==> config.mk <==
export PLATFORM = sky130hd
export DESIGN_NAME = rpa_queue
export DESIGN_NICKNAME = d
export VERILOG_FILES = /design/src/design/rpa_pkg.sv /design/src/design/rpa_queue.sv
export SDC_FILE = /design/constraint.sdc
export NUM_CORES = 1
export LEC_CHECK = 0
export BUFFER_PORTS_ARGS = -buffer_cell sky130_fd_sc_hd__clkbuf_2
export CAP_MARGIN = 15
export CORE_MARGIN = 2
export CORE_UTILIZATION = 34
export CTS_CLUSTER_DIAMETER = 60
export DETAILED_ROUTE_END_ITERATION = 12
export MAX_ROUTING_LAYER = met4
export PLACE_DENSITY = 0.59
export SLEW_MARGIN = 10
export SYNTH_ARGS = -nofsm -noshare
export SYNTH_HDL_FRONTEND = slang
export SYNTH_SLANG_ARGS = --single-unit
==> constraint.sdc <==
create_clock -name clk -period 3.8 [get_ports clk]
set_input_delay 0 -clock clk [delete_from_list [all_inputs] [get_ports clk]]
set_output_delay 0 -clock clk [all_outputs]
set_load 0.1 [all_outputs]
==> src/design/rpa_pkg.sv <==
// Shared types and codes of the reference-counted page allocator.
package rpa_pkg;

  localparam int PAGE_BITS = 12;
  localparam int COUNT_OUT_BITS = 16;
  localparam int FREE_OUT_BITS = 13;
  localparam int CFG_INDEX_BITS = 2;
  localparam int CFG_DATA_BITS = 12;
  localparam int REF_LIMIT = 4096;

  localparam logic [2:0] REQ_ALLOC = 3'd0;
  localparam logic [2:0] REQ_FREE  = 3'd1;
  localparam logic [2:0] REQ_INC   = 3'd2;
  localparam logic [2:0] REQ_DEC   = 3'd3;
  localparam logic [2:0] REQ_READ  = 3'd4;

  localparam logic [2:0] ST_OK    = 3'd0;
  localparam logic [2:0] ST_BAD   = 3'd1;
  localparam logic [2:0] ST_EMPTY = 3'd2;
  localparam logic [2:0] ST_ZERO  = 3'd3;
  localparam logic [2:0] ST_FULL  = 3'd4;
  localparam logic [2:0] ST_LIMIT = 3'd5;

  localparam logic [2:0] KIND_ALLOC = 3'd0;
  localparam logic [2:0] KIND_FREE  = 3'd1;
  localparam logic [2:0] KIND_INC   = 3'd2;
  localparam logic [2:0] KIND_DEC   = 3'd3;
  localparam logic [2:0] KIND_READ  = 3'd4;
  localparam logic [2:0] KIND_BAD   = 3'd5;
  localparam logic [2:0] KIND_ZERO  = 3'd6;
  localparam logic [2:0] KIND_NOP   = 3'd7;

  localparam logic [CFG_INDEX_BITS-1:0] CFG_FIRST_PAGE = 2'd0;
  localparam logic [CFG_INDEX_BITS-1:0] CFG_ZERO_EN    = 2'd1;
  localparam logic [CFG_INDEX_BITS-1:0] CFG_ZERO_INDEX = 2'd2;

  typedef struct packed {
    logic [2:0]           req_type;
    logic [PAGE_BITS-1:0] page_index;
  } req_t;

  typedef struct packed {
    logic [2:0]                status;
    logic [PAGE_BITS-1:0]      granted_page;
    logic [COUNT_OUT_BITS-1:0] ref_count;
    logic                      page_released;
    logic [FREE_OUT_BITS-1:0]  free_count;
  } rsp_t;

  typedef struct packed {
    logic [2:0]           kind;
    logic [PAGE_BITS-1:0] page;
  } work_t;

endpackage

==> src/design/rpa_queue.sv <==
// Two-entry queue of classified items between front and back.
module rpa_queue (
  input  logic           clk,
  input  logic           rst,
  input  logic           push,
  input  rpa_pkg::work_t push_item,
  output logic           full,
  input  logic           pop,
  output logic           not_empty,
  output rpa_pkg::work_t head
);

  rpa_pkg::work_t slots [2];
  logic           wr_ptr;
  logic           rd_ptr;
  logic [1:0]     fill;

  always_ff @(posedge clk) begin
    if (rst) begin
      wr_ptr <= 1'b0;
      rd_ptr <= 1'b0;
      fill   <= 2'd0;
    end else begin
      if (push) begin
        wr_ptr <= ~wr_ptr;
      end
      if (pop) begin
        rd_ptr <= ~rd_ptr;
      end
      case ({push, pop})
        2'b10:   fill <= fill + 2'd1;
        2'b01:   fill <= fill - 2'd1;
        default: fill <= fill;
      endcase
    end
  end

  always_ff @(posedge clk) begin
    if (push) begin
      slots[wr_ptr] <= push_item;
    end
  end

  assign full      = fill[1];
  assign not_empty = (fill != 2'd0);
  assign head      = slots[rd_ptr];

endmodule

==> results.ini <==
[drt]
route.antenna.remaining_nets=0
drtPass1Iterations=4
vias=750
first_iter_violations=10
wl_per_cell_um=11.5
vias_per_cell=4.29
drc=0
wl_um=2010

[logic_synthesis]
synth_seq_cells=35
syn_inst=68
netlist_area_mm2=0.00128
avgSynthCellArea_um2=18.8
ys_types=15
synth_top_area_frac=0.703
ys_seq_area_frac=0.781
ys_top_cells_by_area=edfxtp_1 70%, mux2_2 13%, dfxtp_1 7.8%
synth_nets=88
yosys.area.top_type=edfxtp_1
yosysWarnings=0

[job]
cap_violations=0

[floorplan]
start_util=0.353
die_y_um=65.4
std_cell_rows=22
io_pins=36
die_x_um=65.4
die_area_mm2=0.00428
core_region_area_mm2=0.00363

[clocking]
h-tree-depth=2
cts_hold_buf=17
clkTransAtPathRegs_ns=0.06
cts_inserted_buffers=5
cts_tree=built
cts_root_buffer=clkbuf_8
cts_setup_buffers=0
cts.sinks=35
cts_resized=0
clock_latency_ns=0.28
clockBufferDepth=2

[timing]
tns_ns=0
rsz0062_at_grt=no
min_period_over_period=0.475
layout_min_cycle_time_ns=1.81
finalHoldViolCount=0
maxSlewViolCount=0
max_freq_ghz=0.554
setup-violations-final=0
fin_skew_ns=0.00268
relSlewSlack=0.532
tightestPinTransition_ns=0.702

[grt]
track_usage=0.111
grt_pass1_wl_um=3260
gr-total-overflow=0
antenna_found_initial=0
grt_max_degree=16
first_global_vias=746

[min_path]
hold_path_class=in -> reg

[layout]
fin_cells=175
diodes=0
final_common_cell=clkbuf_2
final_nets=146
drive_above_1_share=0.449
synthToLayoutAreaGrowth_pct=37.5
final_cell_mix=35 x clkbuf_2, 30 x edfxtp_1, 17 x dlygate4sd3_1

[worst_setup_path]
cp-start-kind=flip-flop
cp-end-kind=output port
path_class=reg -> out
required_ns=3.80
arrival_ns=1.81
path_max_fanout=15
r2r_setup_slack_ns=2.46

[pwr]
power.leakage_nw=0.687
finalPower_w=0.000953
peakVddDrop_uv=223
powerDensity_mw_per_mm2=541

[place]
port_buffers=35
dp_hpwl_um=1320
gp_congestion=0.631
dp.cells=150

[run_status]
status=completed

[synthesized netlist by cell type]
cell type / instances
mux2_2: 15
and2_1: 1
or2_2: 1
xnor2_1: 3
a21oi_1: 1
inv_1: 1
dfxtp_1: 5
buf_2: 1
or3_1: 1
nor2_1: 5
ha_1: 1
o21ai_0: 1
edfxtp_1: 30
buf_4: 1
xor2_1: 1
[state kept, by name, indices dropped and copies added (netlist names), named ones only]
register and cells:
wr_ptr 1, rd_ptr 1, slots 30, fill 2
[critical path: stages (launching register included)]
cell and delay [ns]:
dfxtp_1 0.74, mux2_2 0.42, clkbuf_2 0.37
[layout make-up]
cell class / count / area, um^2
clock buffer: 6 / 72.6
clock inverter: 2 / 7.51
inverter: 1 / 3.75
timing repair buffer: 53 / 353
sequential: 35 / 1000
multi-input combinational: 30 / 264
tap: 48 / 60.1
fill: 333 / 1870
[worst paths after layout]
check | start | to | depth (start not counted)
worst max-delay path | flip-flop | head[4] | 2
worst min-delay path | pop | flip-flop | 3
worst max register to register | wr_ptr | slots[1][3] | 1
worst min register to register | rd_ptr | flip-flop | 2
[where the power goes]
group	total, W	internal, W	switching, W
combinational	0.000254	0.0000594	0.000194
sequential	0.000460	0.000446	0.0000139
clock	0.000240	0.000125	0.000115
total	0.000953	0.000630	0.000323
[per-stage QoR]
stage	worst slack (ns)	hold slack (ns)	instance area, um^2	util
2_1_floorplan	2.27	0.0691	1280	-
3_3_place_gp	2.25	0.191	1510	0.416
3_5_place_dp	2.25	0.194	1510	0.416
4_1_cts	1.93	0.00419	1760	0.485
5_1_grt	1.86	0.0434	1760	0.485
6_report	1.99	0.00927	1760	0.485
[routing by layer]
| metal | up-vias | GRT usage | part of all wire |
|---|---|---|---|
| met2 | 26 | 0.175 | 0.47 |
| met1 | 352 | 0.120 | 0.43 |
| met4 | 0 | 0.0625 | 0.021 |
| met3 | 5 | 0.0462 | 0.078 |
| li1 | 367 | - | - |
| met5 | - | - | 0 |
[logic make-up after synthesis]
group	Yosys count	synth area share
xor gates and xnor gates	4	0.0273
DFF	35	0.781
and+or+nand+nor	8	0.0293
adders and majority gates	1	0.00976
AOI/OAI and AO/OA	2	0.00781
muxes	15	0.132
buffers and inverters	3	0.0127
No activity file was read; power rests on OpenSTA's default activity.
