--- src/design/rpa_pkg.sv ---
// Shared types and codes of the reference-counted page allocator.
package rpa_pkg;

  localparam int PAGE_BITS = 12;
  localparam int COUNT_OUT_BITS = 16;
  localparam int FREE_OUT_BITS = 13;
  localparam int CFG_INDEX_BITS = 2;
  localparam int CFG_DATA_BITS = 12;
  localparam int REF_LIMIT = 4096;

  localparam logic [2:0] REQ_ALLOC = 3'd0;
  localparam logic [2:0] REQ_FREE  = 3'd1;
  localparam logic [2:0] REQ_INC   = 3'd2;
  localparam logic [2:0] REQ_DEC   = 3'd3;
  localparam logic [2:0] REQ_READ  = 3'd4;

  localparam logic [2:0] ST_OK    = 3'd0;
  localparam logic [2:0] ST_BAD   = 3'd1;
  localparam logic [2:0] ST_EMPTY = 3'd2;
  localparam logic [2:0] ST_ZERO  = 3'd3;
  localparam logic [2:0] ST_FULL  = 3'd4;
  localparam logic [2:0] ST_LIMIT = 3'd5;

  localparam logic [2:0] KIND_ALLOC = 3'd0;
  localparam logic [2:0] KIND_FREE  = 3'd1;
  localparam logic [2:0] KIND_INC   = 3'd2;
  localparam logic [2:0] KIND_DEC   = 3'd3;
  localparam logic [2:0] KIND_READ  = 3'd4;
  localparam logic [2:0] KIND_BAD   = 3'd5;
  localparam logic [2:0] KIND_ZERO  = 3'd6;
  localparam logic [2:0] KIND_NOP   = 3'd7;

  localparam logic [CFG_INDEX_BITS-1:0] CFG_FIRST_PAGE = 2'd0;
  localparam logic [CFG_INDEX_BITS-1:0] CFG_ZERO_EN    = 2'd1;
  localparam logic [CFG_INDEX_BITS-1:0] CFG_ZERO_INDEX = 2'd2;

  typedef struct packed {
    logic [2:0]           req_type;
    logic [PAGE_BITS-1:0] page_index;
  } req_t;

  typedef struct packed {
    logic [2:0]                status;
    logic [PAGE_BITS-1:0]      granted_page;
    logic [COUNT_OUT_BITS-1:0] ref_count;
    logic                      page_released;
    logic [FREE_OUT_BITS-1:0]  free_count;
  } rsp_t;

  typedef struct packed {
    logic [2:0]           kind;
    logic [PAGE_BITS-1:0] page;
  } work_t;

endpackage

--- src/design/rpa_front.sv ---
// Front end: configuration registers and request classification.
module rpa_front #(
  parameter int NUM_PAGES = 4096
) (
  input  logic                                clk,
  input  logic                                rst,
  input  logic                                cfg_we,
  input  logic [rpa_pkg::CFG_INDEX_BITS-1:0]  cfg_index,
  input  logic [rpa_pkg::CFG_DATA_BITS-1:0]   cfg_data,
  input  rpa_pkg::req_t                       req,
  output rpa_pkg::work_t                      work
);

  logic [rpa_pkg::PAGE_BITS-1:0] first_page;
  logic                          zero_page_enable;
  logic [rpa_pkg::PAGE_BITS-1:0] zero_page_index;
  logic                          page_ok;

  always_ff @(posedge clk) begin
    if (rst) begin
      first_page       <= '0;
      zero_page_enable <= 1'b0;
      zero_page_index  <= '0;
    end else if (cfg_we) begin
      case (cfg_index)
        rpa_pkg::CFG_FIRST_PAGE: first_page <= cfg_data[rpa_pkg::PAGE_BITS-1:0];
        rpa_pkg::CFG_ZERO_EN:    zero_page_enable <= cfg_data[0];
        rpa_pkg::CFG_ZERO_INDEX: zero_page_index <= cfg_data[rpa_pkg::PAGE_BITS-1:0];
        default: ;
      endcase
    end
  end

  assign page_ok = (req.page_index >= first_page) && (32'(req.page_index) < NUM_PAGES);

  always_comb begin
    work.page = req.page_index;
    case (req.req_type)
      rpa_pkg::REQ_ALLOC: work.kind = rpa_pkg::KIND_ALLOC;
      rpa_pkg::REQ_FREE: begin
        if (!page_ok) begin
          work.kind = rpa_pkg::KIND_BAD;
        end else if (zero_page_enable && req.page_index == zero_page_index) begin
          work.kind = rpa_pkg::KIND_ZERO;
        end else begin
          work.kind = rpa_pkg::KIND_FREE;
        end
      end
      rpa_pkg::REQ_INC:  work.kind = page_ok ? rpa_pkg::KIND_INC : rpa_pkg::KIND_BAD;
      rpa_pkg::REQ_DEC:  work.kind = page_ok ? rpa_pkg::KIND_DEC : rpa_pkg::KIND_BAD;
      rpa_pkg::REQ_READ: work.kind = page_ok ? rpa_pkg::KIND_READ : rpa_pkg::KIND_BAD;
      default:           work.kind = rpa_pkg::KIND_NOP;
    endcase
  end

endmodule

--- config.mk ---
export PLATFORM = sky130hd
export DESIGN_NAME = rpa_front
export DESIGN_NICKNAME = d
export VERILOG_FILES = /design/src/design/rpa_pkg.sv /design/src/design/rpa_front.sv
export SDC_FILE = /design/constraint.sdc
export NUM_CORES = 1
export LEC_CHECK = 0
export BUFFER_PORTS_ARGS = -buffer_cell sky130_fd_sc_hd__buf_2
export CAP_MARGIN = 40
export CORE_ASPECT_RATIO = 0.75
export CORE_MARGIN = 3
export CORE_UTILIZATION = 46
export CTS_CLUSTER_DIAMETER = 30
export CTS_CLUSTER_SIZE = 24
export DETAILED_ROUTE_END_ITERATION = 7
export PLACE_DENSITY = 0.78
export SYNTH_ARGS = -nofsm -noshare
export SYNTH_HDL_FRONTEND = slang
export SYNTH_SLANG_ARGS = --single-unit
--- constraint.sdc ---
create_clock -name clk -period 1.4 [get_ports clk]
set_input_delay 0 -clock clk [delete_from_list [all_inputs] [get_ports clk]]
set_output_delay 0 -clock clk [all_outputs]
set_load 0.05 [all_outputs]
==> impl_results.md <==
* CTS buffer count at 3
* Post-detailed-route count of antenna-violating nets at 0
* Largest net degree at the start of global routing at 26
* Pleak at 1.002 nW
* Post-Syn Area per Cell at approximately 8.6 sq um
* Violated checks: setup timing
* Area growth from synthesis to layout at 45.39%
* Starting Density at 0.4949
* CP max stage cell: dfxtp_2
* Crit-path max FO at 4
* DRT Wirelength at a little over 4000 microns
* RSZ-0062 raised after global routing: true
* WHS Path Cells at 4
* Mapped Cells at around 180
* Synth top area share at 0.3325
* Crit path largest cell delay at around 0.33 ns
* Mapped Nets at 220
* Synthesized area at between 1500 and 2000 sq um
* DP Wirelength at 2697 microns
* Adder-cell share of the synthesized area at 0.09975
* Root Driver: clkbuf_8
* Core Box Area at slightly above 3000 sq um
* Post-synthesis async set-or-reset flop share at 0
* Peak VDD IR at 0.0005471 V
* DRC errors left at 0
* Vias at between 1000 and 1500
* Crit path kind: reg -> out
* Met1 GRT Util at 0.2544
* Clk_skew at 0 ns
* Die area at ~4000 sq um
* WP data required at 1.40 ns
* Global route hottest layer: met2
* Crit path launch type: register
* Post-synthesis xor/xnor area fraction at 0.06983
* TritonCTS clock tree: yes
* Actual slew at the worst max-slew pin at around 0.48 ns
* Reg2Reg Depth at 5
* Post-synthesis simple-gate area fraction at 0.1796
* Final Cycle Share at 1.619
* CP cell instances: inv_2 -> ha_4 -> nand4_1 -> a211oi_2 -> o41ai_4 -> buf_4 -> and3_4 -> a311o_2 -> buf_8
* Mux contribution to synthesized area at 0.09310
* Area leader, netlist: dfxtp_1
* Total Neg Setup Slack at -2.383 ns
* Post-synth EDFFs at 0
* GR Util met3 at 0.05636
* Worst skew pair latency at ~0.27 ns
* Final Instance Area at approximately 2200 sq um
* Drt pass-1 iters at 4
* Synth unique cells at 33
* FF+latch area at roughly 510 sq um
* Dpl cell area at 1828 sq um
* Slew Viols, Final at 0
* H-tree levels at 1
* Maximum root-to-sink buffer count at 2
* Status: complete, but fails checks
* Clk sink count at 25
* Final hold vios at 0
* Share of the yosys chip area belonging to registers at 0.3325
* IO Count at 47
* Synth cell count leaders: 40 x nor2_1, 25 x dfxtp_1, 14 x inv_1, 14 x mux2i_1, 13 x a21oi_1
* Multi-input logic area at 1002 sq um
* Buffers on Ports at 46
* Pwr dens at slightly below 800 nW/um^2
* Routed len/inst at between 10 and 15 microns
* Hold Crit Class: in -> reg
* Synth Register Bits at 25
* DP Worst Slack at -0.5844 ns
* ANT cells at 0
* Met2 usage in global routing at 0.3364
* Ys flop type: dfxtp_1
* Die X at just over 70 microns
* Share of layout cells above drive strength 1 at 0.4274
* DR iter-0 viols at 63
* # fillers at 230
* Post-DR vias/cell at roughly 5.0
* GRT Total Usage at 0.2032
* Synth Area in Compound Gates at 0.1147
* Initial antenna violation count at 0
* Grt ovf at 0
* GPL Wtd Cong at ~0.86
* Max Cap Violations at 0
* First-pass GRT wire length at 6430 microns
* Rows at 17
* Fmax achieved at about 440 MHz
* Worst-path clk slew at approximately 0.09 ns
* Slack of the critical path at -0.8668 ns
* Crit. End Element: output pin
* Final setup fails at 3
* Vias in the first global route at roughly 1400
* Largest family of logic cells by synthesized area: simple AND/OR/NAND/NOR gates
* Die span in y at about 56 microns
* Max_slew headroom at 0.6817
* Minimum clock period at around 2.3 ns
* Crit path arrival time at approximately 2.3 ns
* Yosys warning count at 0
* Final #Nets at ~290
* Most common cell in the netlist: nor2_1
* Ranking of synthesized cells by area: dfxtp_1 33%, ha_1 10%, nor2_1 10%
## worst max-delay path, delay by kind of cell (launching register included)
family                   cells  cell delay, ns
adder cells (fa/ha/maj)      1            0.26
buffers and inverters        3            0.36
flip-flops                   1            0.33
AO/OA/AOI/OAI                3            0.77
AND/OR/NAND/NOR              2            0.28
## area by class of cell
cell class                      instances  area share
Multi-Input combinational cell        119      0.4580
Timing Repair Buffer                   79      0.2441
Sequential cell                        25      0.2310
Inverter                               14     0.02401
Tap cell                               38     0.02173
Clock buffer                            3     0.01887
Clock inverter                          1    0.002287
## state kept, by name, summed over array words and instances, names as in the netlist
signal	flops
first_page	12
zero_page_index	12
zero_page_enable	1
## layer usage
| layer | vias to the layer above | part of all wire |
|---|---|---|
| li1 | 712 | - |
| met1 | 619 | 0.43 |
| met2 | 60 | 0.49 |
| met3 | 6 | 0.076 |
| met4 | 0 | 0.010 |
| met5 | - | 0 |
## layout by cell type, fill, tap and decap left out, drive strengths merged
cell type    Yosys  final
buf             13     67
nor2            41     41
dfxtp           25     25
mux2i           14     14
inv             14     14
a21oi           13     13
dlygate4sd3      0     12
ha              12     12
xor2             8      8
xnor2            4      4
clkbuf           5      3
a211oi           3      3
nor4             2      2
nand4            2      2
nand2            2      2
nor3             2      2
nand3b           2      2
o21ai            2      2
nand3            1      1
or2              1      1
o211ai           1      1
a22o             1      1
o41ai            1      1
and3             1      1
a311o            1      1
o311a            1      1
nand4b           1      1
a2111oi          1      1
a31oi            1      1
nor3b            1      1
clkinv           0      1
## metrics by stage
stage | instances | hold slack [ns] | utilization | power [W]
after floorplan | 176 | 0.1386 | - | 0.001059
after global placement | 260 | 0.2453 | 0.6010 | 0.001181
after detailed placement | 260 | 0.2506 | 0.6010 | 0.001191
after CTS | 277 | 0.1183 | 0.7063 | 0.001709
after global routing | 279 | 0.1382 | 0.7195 | 0.001795
final | 279 | 0.1096 | 0.7195 | 0.001722
## final timing paths
path	start	slack [ns]	end
setup / recovery	first_page[10]	-0.87	work[14]
hold / removal	cfg_index[1]	0.11	zero_page_enable
setup reg to reg	first_page[10]	0.53	first_page[10]
hold reg to reg	zero_page_index[3]	0.53	zero_page_index[3]
## repair_timing
item | 4_1_cts | 5_1_grt
resized for setup | 29 | 4
gates cloned | 0 | 0
endpoints found under the setup margin | 3 | 3
endpoints found under the hold margin | 22 | 0
pin swaps | 4 | 1
hold buffers | 12 | 0
buffers inserted | 1 | 2
## logic make-up after synthesis
| family | after synthesis |
|---|---|
| multiplexers | 14 |
| AO/OA/AOI/OAI | 25 |
| XOR/XNOR | 12 |
| AND/OR/NAND/NOR | 56 |
| buffers and inverters | 32 |
| adder cells (fa/ha/maj) | 12 |
| flip-flops | 25 |
## power by group
group / internal [W] / total (W) / leakage (nW) / switching [W]
logic: 0.000234 / 0.000535 / 0.772 / 0.000301
registers: 0.000735 / 0.000749 / 0.205 / 0.0000130
clock network: 0.000199 / 0.000438 / 0.0255 / 0.000239
total: 0.00117 / 0.00172 / 1.00 / 0.000553
No activity file was read; power rests on OpenSTA's default activity.
